==> src/hdl/gdc_pkg.sv <==
`timescale 1ns / 1ps
// ----------------------------------------------------------------------------
// Gregorian day-count converter: shared package
// Field types, calendar tables, derived constants and the result struct.
// ----------------------------------------------------------------------------
package gdc_pkg;

	// Calendar span
	localparam int FIRST_YEAR = 1970;
	localparam int LAST_YEAR  = 9999;

	localparam int DAYS_YEAR = 365;
	localparam int DAYS_LEAP = 366;

	// Internal count and product widths
	localparam int CW = 24;
	localparam int PW = 2 * CW;
	localparam int YW = 15;

	typedef logic [CW-1:0] cnt_t;
	typedef logic [PW-1:0] prod_t;
	typedef logic [YW-1:0] year_t;
	typedef logic [4:0]    day_t;
	typedef logic [3:0]    month_t;
	typedef logic [13:0]   year_in_t;
	typedef logic [21:0]   count_in_t;
	typedef logic [2:0]    wday_t;
	typedef logic [8:0]    doy_t;

	// Command codes
	localparam logic CMD_DATE  = 1'b0;
	localparam logic CMD_COUNT = 1'b1;

	// Leap days from year 1 to the year before the span, and to its last year
	localparam int FIRST_LEAPS = (FIRST_YEAR - 1) / 4 - (FIRST_YEAR - 1) / 100
		+ (FIRST_YEAR - 1) / 400;
	localparam int LAST_LEAPS  = LAST_YEAR / 4 - LAST_YEAR / 100 + LAST_YEAR / 400;
	localparam int SPAN_DAYS_I = (LAST_YEAR < FIRST_YEAR) ? 0 :
		(LAST_YEAR - FIRST_YEAR + 1) * DAYS_YEAR + LAST_LEAPS - FIRST_LEAPS;
	localparam cnt_t SPAN_DAYS = CW'(SPAN_DAYS_I);

	// Reciprocals for constant division
	localparam cnt_t RECIP_100  = CW'((1 << 19) / 100 + 1);
	localparam cnt_t RECIP_7    = CW'((1 << 26) / 7 + 1);
	localparam logic [63:0] RECIP_YEAR_W = ((64'd400 << 32) / 64'd146097) + 64'd1;
	localparam cnt_t RECIP_YEAR = RECIP_YEAR_W[CW-1:0];

	localparam day_t MONTH_LEN [12] = '{5'd31, 5'd28, 5'd31, 5'd30, 5'd31, 5'd30,
		5'd31, 5'd31, 5'd30, 5'd31, 5'd30, 5'd31};
	localparam doy_t CUM_DAYS [12] = '{9'd0, 9'd31, 9'd59, 9'd90, 9'd120, 9'd151,
		9'd181, 9'd212, 9'd243, 9'd273, 9'd304, 9'd334};

	// Shared multiplier operands
	typedef struct packed {
		cnt_t a;
		cnt_t b;
	} mul_req_t;

	// Finished result handed to the output stage
	typedef struct packed {
		logic      valid;
		count_in_t days_out;
		day_t      day_out;
		month_t    month_out;
		year_in_t  year_out;
		wday_t     weekday_out;
		logic      date_valid;
	} res_t;

	function automatic day_t month_len(input month_t m, input logic leap);
		day_t len;
		len = '0;
		if (m >= 4'd1 && m <= 4'd12) begin
			len = MONTH_LEN[m - 4'd1];
			if (m == 4'd2 && leap) begin
				len = 5'd29;
			end
		end
		return len;
	endfunction

	function automatic doy_t cum_days(input month_t m, input logic leap);
		doy_t cum;
		cum = '0;
		if (m >= 4'd1 && m <= 4'd12) begin
			cum = CUM_DAYS[m - 4'd1];
			if (leap && m > 4'd2) begin
				cum = cum + 9'd1;
			end
		end
		return cum;
	endfunction

	// Month holding a day of the year: count month starts at or below it
	function automatic month_t month_of(input doy_t rem, input logic leap);
		month_t m;
		m = 4'd1;
		for (int k = 2; k <= 12; k++) begin
			if (rem >= cum_days(4'(k), leap)) begin
				m = m + 4'd1;
			end
		end
		return m;
	endfunction

endpackage

==> src/hdl/gdc_mul.sv <==
`timescale 1ns / 1ps
// ----------------------------------------------------------------------------
// Gregorian day-count converter: shared multiplier
// One registered unsigned multiply, shared by the sequencer's multiplying steps.
// ----------------------------------------------------------------------------
module gdc_mul import gdc_pkg::*; (
	input  logic     clk,
	input  mul_req_t req,
	output prod_t    p
);

	prod_t p_q;

	always_ff @(posedge clk) begin
		p_q <= PW'(req.a) * PW'(req.b);
	end

	assign p = p_q;

endmodule

==> config.mk <==
export PLATFORM = sky130hd
export DESIGN_NAME = gdc_mul
export DESIGN_NICKNAME = d
export VERILOG_FILES = /design/src/hdl/gdc_pkg.sv /design/src/hdl/gdc_mul.sv
export SDC_FILE = /design/constraint.sdc
export NUM_CORES = 1
export LEC_CHECK = 0
export BUFFER_PORTS_ARGS = -buffer_cell sky130_fd_sc_hd__buf_2
export CAP_MARGIN = 20
export CORE_ASPECT_RATIO = 0.75
export CORE_MARGIN = 2
export CORE_UTILIZATION = 44
export DETAILED_ROUTE_END_ITERATION = 10
export PLACE_DENSITY = 0.69
export SLEW_MARGIN = 15
export SYNTH_ARGS = -nofsm -noshare
export SYNTH_HDL_FRONTEND = slang
export SYNTH_SLANG_ARGS = --single-unit
==> constraint.sdc <==
create_clock -name clk -period 8.1 [get_ports clk]
set_input_delay 1.215 -clock clk [delete_from_list [all_inputs] [get_ports clk]]
set_output_delay 1.215 -clock clk [all_outputs]
set_load 0.02 [all_outputs]
==> reports/qor.csv <==
metric,value,unit
worst hold path type,in -> reg,
Tcrit/Tclk final,95.5,%
CTS tree,yes,
first-pass iteration count of the detailed router,5,
Die Height,189,microns
drt drc,0,
yosys synthesis warning count,0,
P&R area growth vs syn,6.78,%
Initial Utilization,44.7,%
GRT overflow,0,
"Hold Vio Cnt, Final",0,
antenna cells,0,
Port Buffers,96,
Period minus WS final,7.73,ns
mean post-synth cell area,8.96,sq um
Worst Path Max Fanout,24,
largest net degree at the start of global routing,25,
multi-input logic area,16600,sq um
WL per Instance,18.8,microns
post-synthesis cell type count,51,
Core Area,44800,sq um
"Worst Path Class, Setup",in -> reg,
CP arrival,7.96,ns
element type at the critical path start,primary input,
DP HPWL,46.2,mm
drt via density,5.12,
Pins Over Slew Limit,0,
Post-CTS Resized,0,
"Seq/Total Area, Yosys",4.79,%
Post-synth EDFFs,0,
status,"complete, no violations",
Setup crit end kind,flop,
Reg area,961,sq um
Num CTS Buffers,5,
RSZ-0062 raised after global routing,false,
clk root buf,clkbuf_16,
H-tree depth,2,
max_cap viols,0,
Peak Freq,0.129,GHz
GRT Util Overall,24.4,%
Relative slew margins,58.3,%
"FFs w/ async S/R, synth",0,%
GPL Wtd Cong,0.913,
Synth Flop Type,dfxtp_1,
die width,251,microns
CTS Buffer Depth,2,
first-pass GRT wire length,89.1,mm
CP required,8.33,ns
Hold Buf Count CTS,0,
Die Footprint,47300,sq um
antenna violations before repair,1,
post-CTS setup buffers,0,
# setup viols final,0,
share of layout cells above drive strength 1,7.18,%
number of DRC markers in iteration 0,990,
Final Hold Slack,1.48,ns
NumNets Final,2987,
clk sink count,48,
via count,14700,
post-synth net total,2943,
setup_tns,0,ns
io pins,97,
Tightest Pin Transition,0.625,ns
max FFs per register,48,
floorplan row count,67,
filler instances,4189,
number of global-route vias before repair,15900,
Seq cells post-synth,48,
clock-pin slew on the worst setup and hold paths,0.07,ns
Syn Std Cell Area,20100,sq um
Routed Antenna Nets,0,
Routed WL,53.9,mm
Synth Instances,2238,
final cells by class:
| class | instances | area share, % |
|---|---|---|
| Inverter | 559 | 9.80 |
| Timing Repair Buffer | 142 | 3.97 |
| Clock inverter | 2 | 0.181 |
| Tap cell | 586 | 3.42 |
| Clock buffer | 6 | 0.649 |
| Sequential cell | 48 | 4.49 |
| Multi-Input combinational cell | 1526 | 77.5 |
path summary, 6_finish.rpt:
path	cells past startpoint	endpoint	startpoint	slack [ns]
setup / recovery	22	p[46]	req[10]	0.37
hold / removal	3	p[0]	req[24]	1.48
per-layer routing:
layer / up-vias / share of wire (%) / GRT usage (%)
met5: - / 0.18 / 1.33
met4: 4 / 1.6 / 4.61
met3: 59 / 12 / 9.86
met2: 633 / 40 / 33.9
met1: 7423 / 46 / 35.7
li1: 6574 / - / -
placed cells by master (no fill, tap or decap), types with 5 or more instances in the layout:
cell type and n:
nor3_1 10, inv_1 559, xor2_1 13, o21ai_0 15, dfxtp_1 48, xnor2_1 30, a21oi_1 48, and2_1 304
o21a_1 5, buf_4 44, a21o_1 16, nand2_1 307, ha_1 174, a211oi_1 7, buf_2 96, fa_1 482
nand4_1 13, o21bai_1 8, nand3_1 14, or3_1 5, a31oi_1 5, clkbuf_16 5, nor2_1 21
cells in the mapped netlist, drive strengths merged (3+ instances only):
cell type    n  share of area (%)
nor3        10               0.25
inv        559                 10
nand4       13               0.41
nand2b       3              0.094
nor2b        4               0.12
nor2        22               0.42
ha         174                 11
and3         4               0.12
and2       304                9.5
dfxtp       48                4.8
a2111oi      3               0.26
a211oi       8               0.32
xor2        13               0.57
nand2      307                5.7
clkbuf      98                1.8
or3          5               0.16
o21bai       8               0.30
a211o        4               0.17
buf          7               0.17
a21o        16               0.60
a31oi        5               0.16
o21ai       20               0.52
fa         482                 48
a21oi       49                1.2
nand3       14               0.35
o21a         5               0.19
nor4         4               0.16
xnor2       30                1.3
worst max-delay path: stages:
cell and delay (ns):
buf_2 0.47, nand2_1 0.15, fa_1 0.52, fa_1 0.56, inv_1 0.06, fa_1 0.51
inv_1 0.06, fa_1 0.54, inv_1 0.05, fa_1 0.52, fa_1 0.44, fa_1 0.54
ha_1 0.49, a21oi_1 0.14, o21ai_1 0.23, nor3_1 0.10, buf_4 0.15, a2111oi_4 0.43
o21ai_1 0.15, a21oi_1 0.32, nand4_1 0.14, and3_1 0.17
metrics by stage:
| step | cells | instance area [sq um] | setup slack, ns | util [%] |
|---|---|---|---|---|
| global route | 2869 | 21400 | 0.0993 | 47.7 |
| finish | 2869 | 21400 | 0.368 | 47.7 |
| global placement | 2861 | 21200 | 0.238 | 47.4 |
| detailed placement | 2861 | 21200 | 0.0908 | 47.4 |
| floorplan | 2238 | 20100 | 0.877 | - |
| CTS | 2869 | 21400 | 0.428 | 47.7 |
cell families (layout without fill, tap and decap cells):
logic type,count (synthesis),after routing,share of synthesized area [%]
compound gates,131,131,4.32
xor+xnor,43,43,1.88
fa+ha+maj,656,656,59.0
buf+inv,664,709,12.5
flops,48,48,4.79
simple gates,696,696,17.6
Power is left out: the tool's default activity adds up to more than one toggle a clock period on the data nets, which glitch-free logic cannot reach.
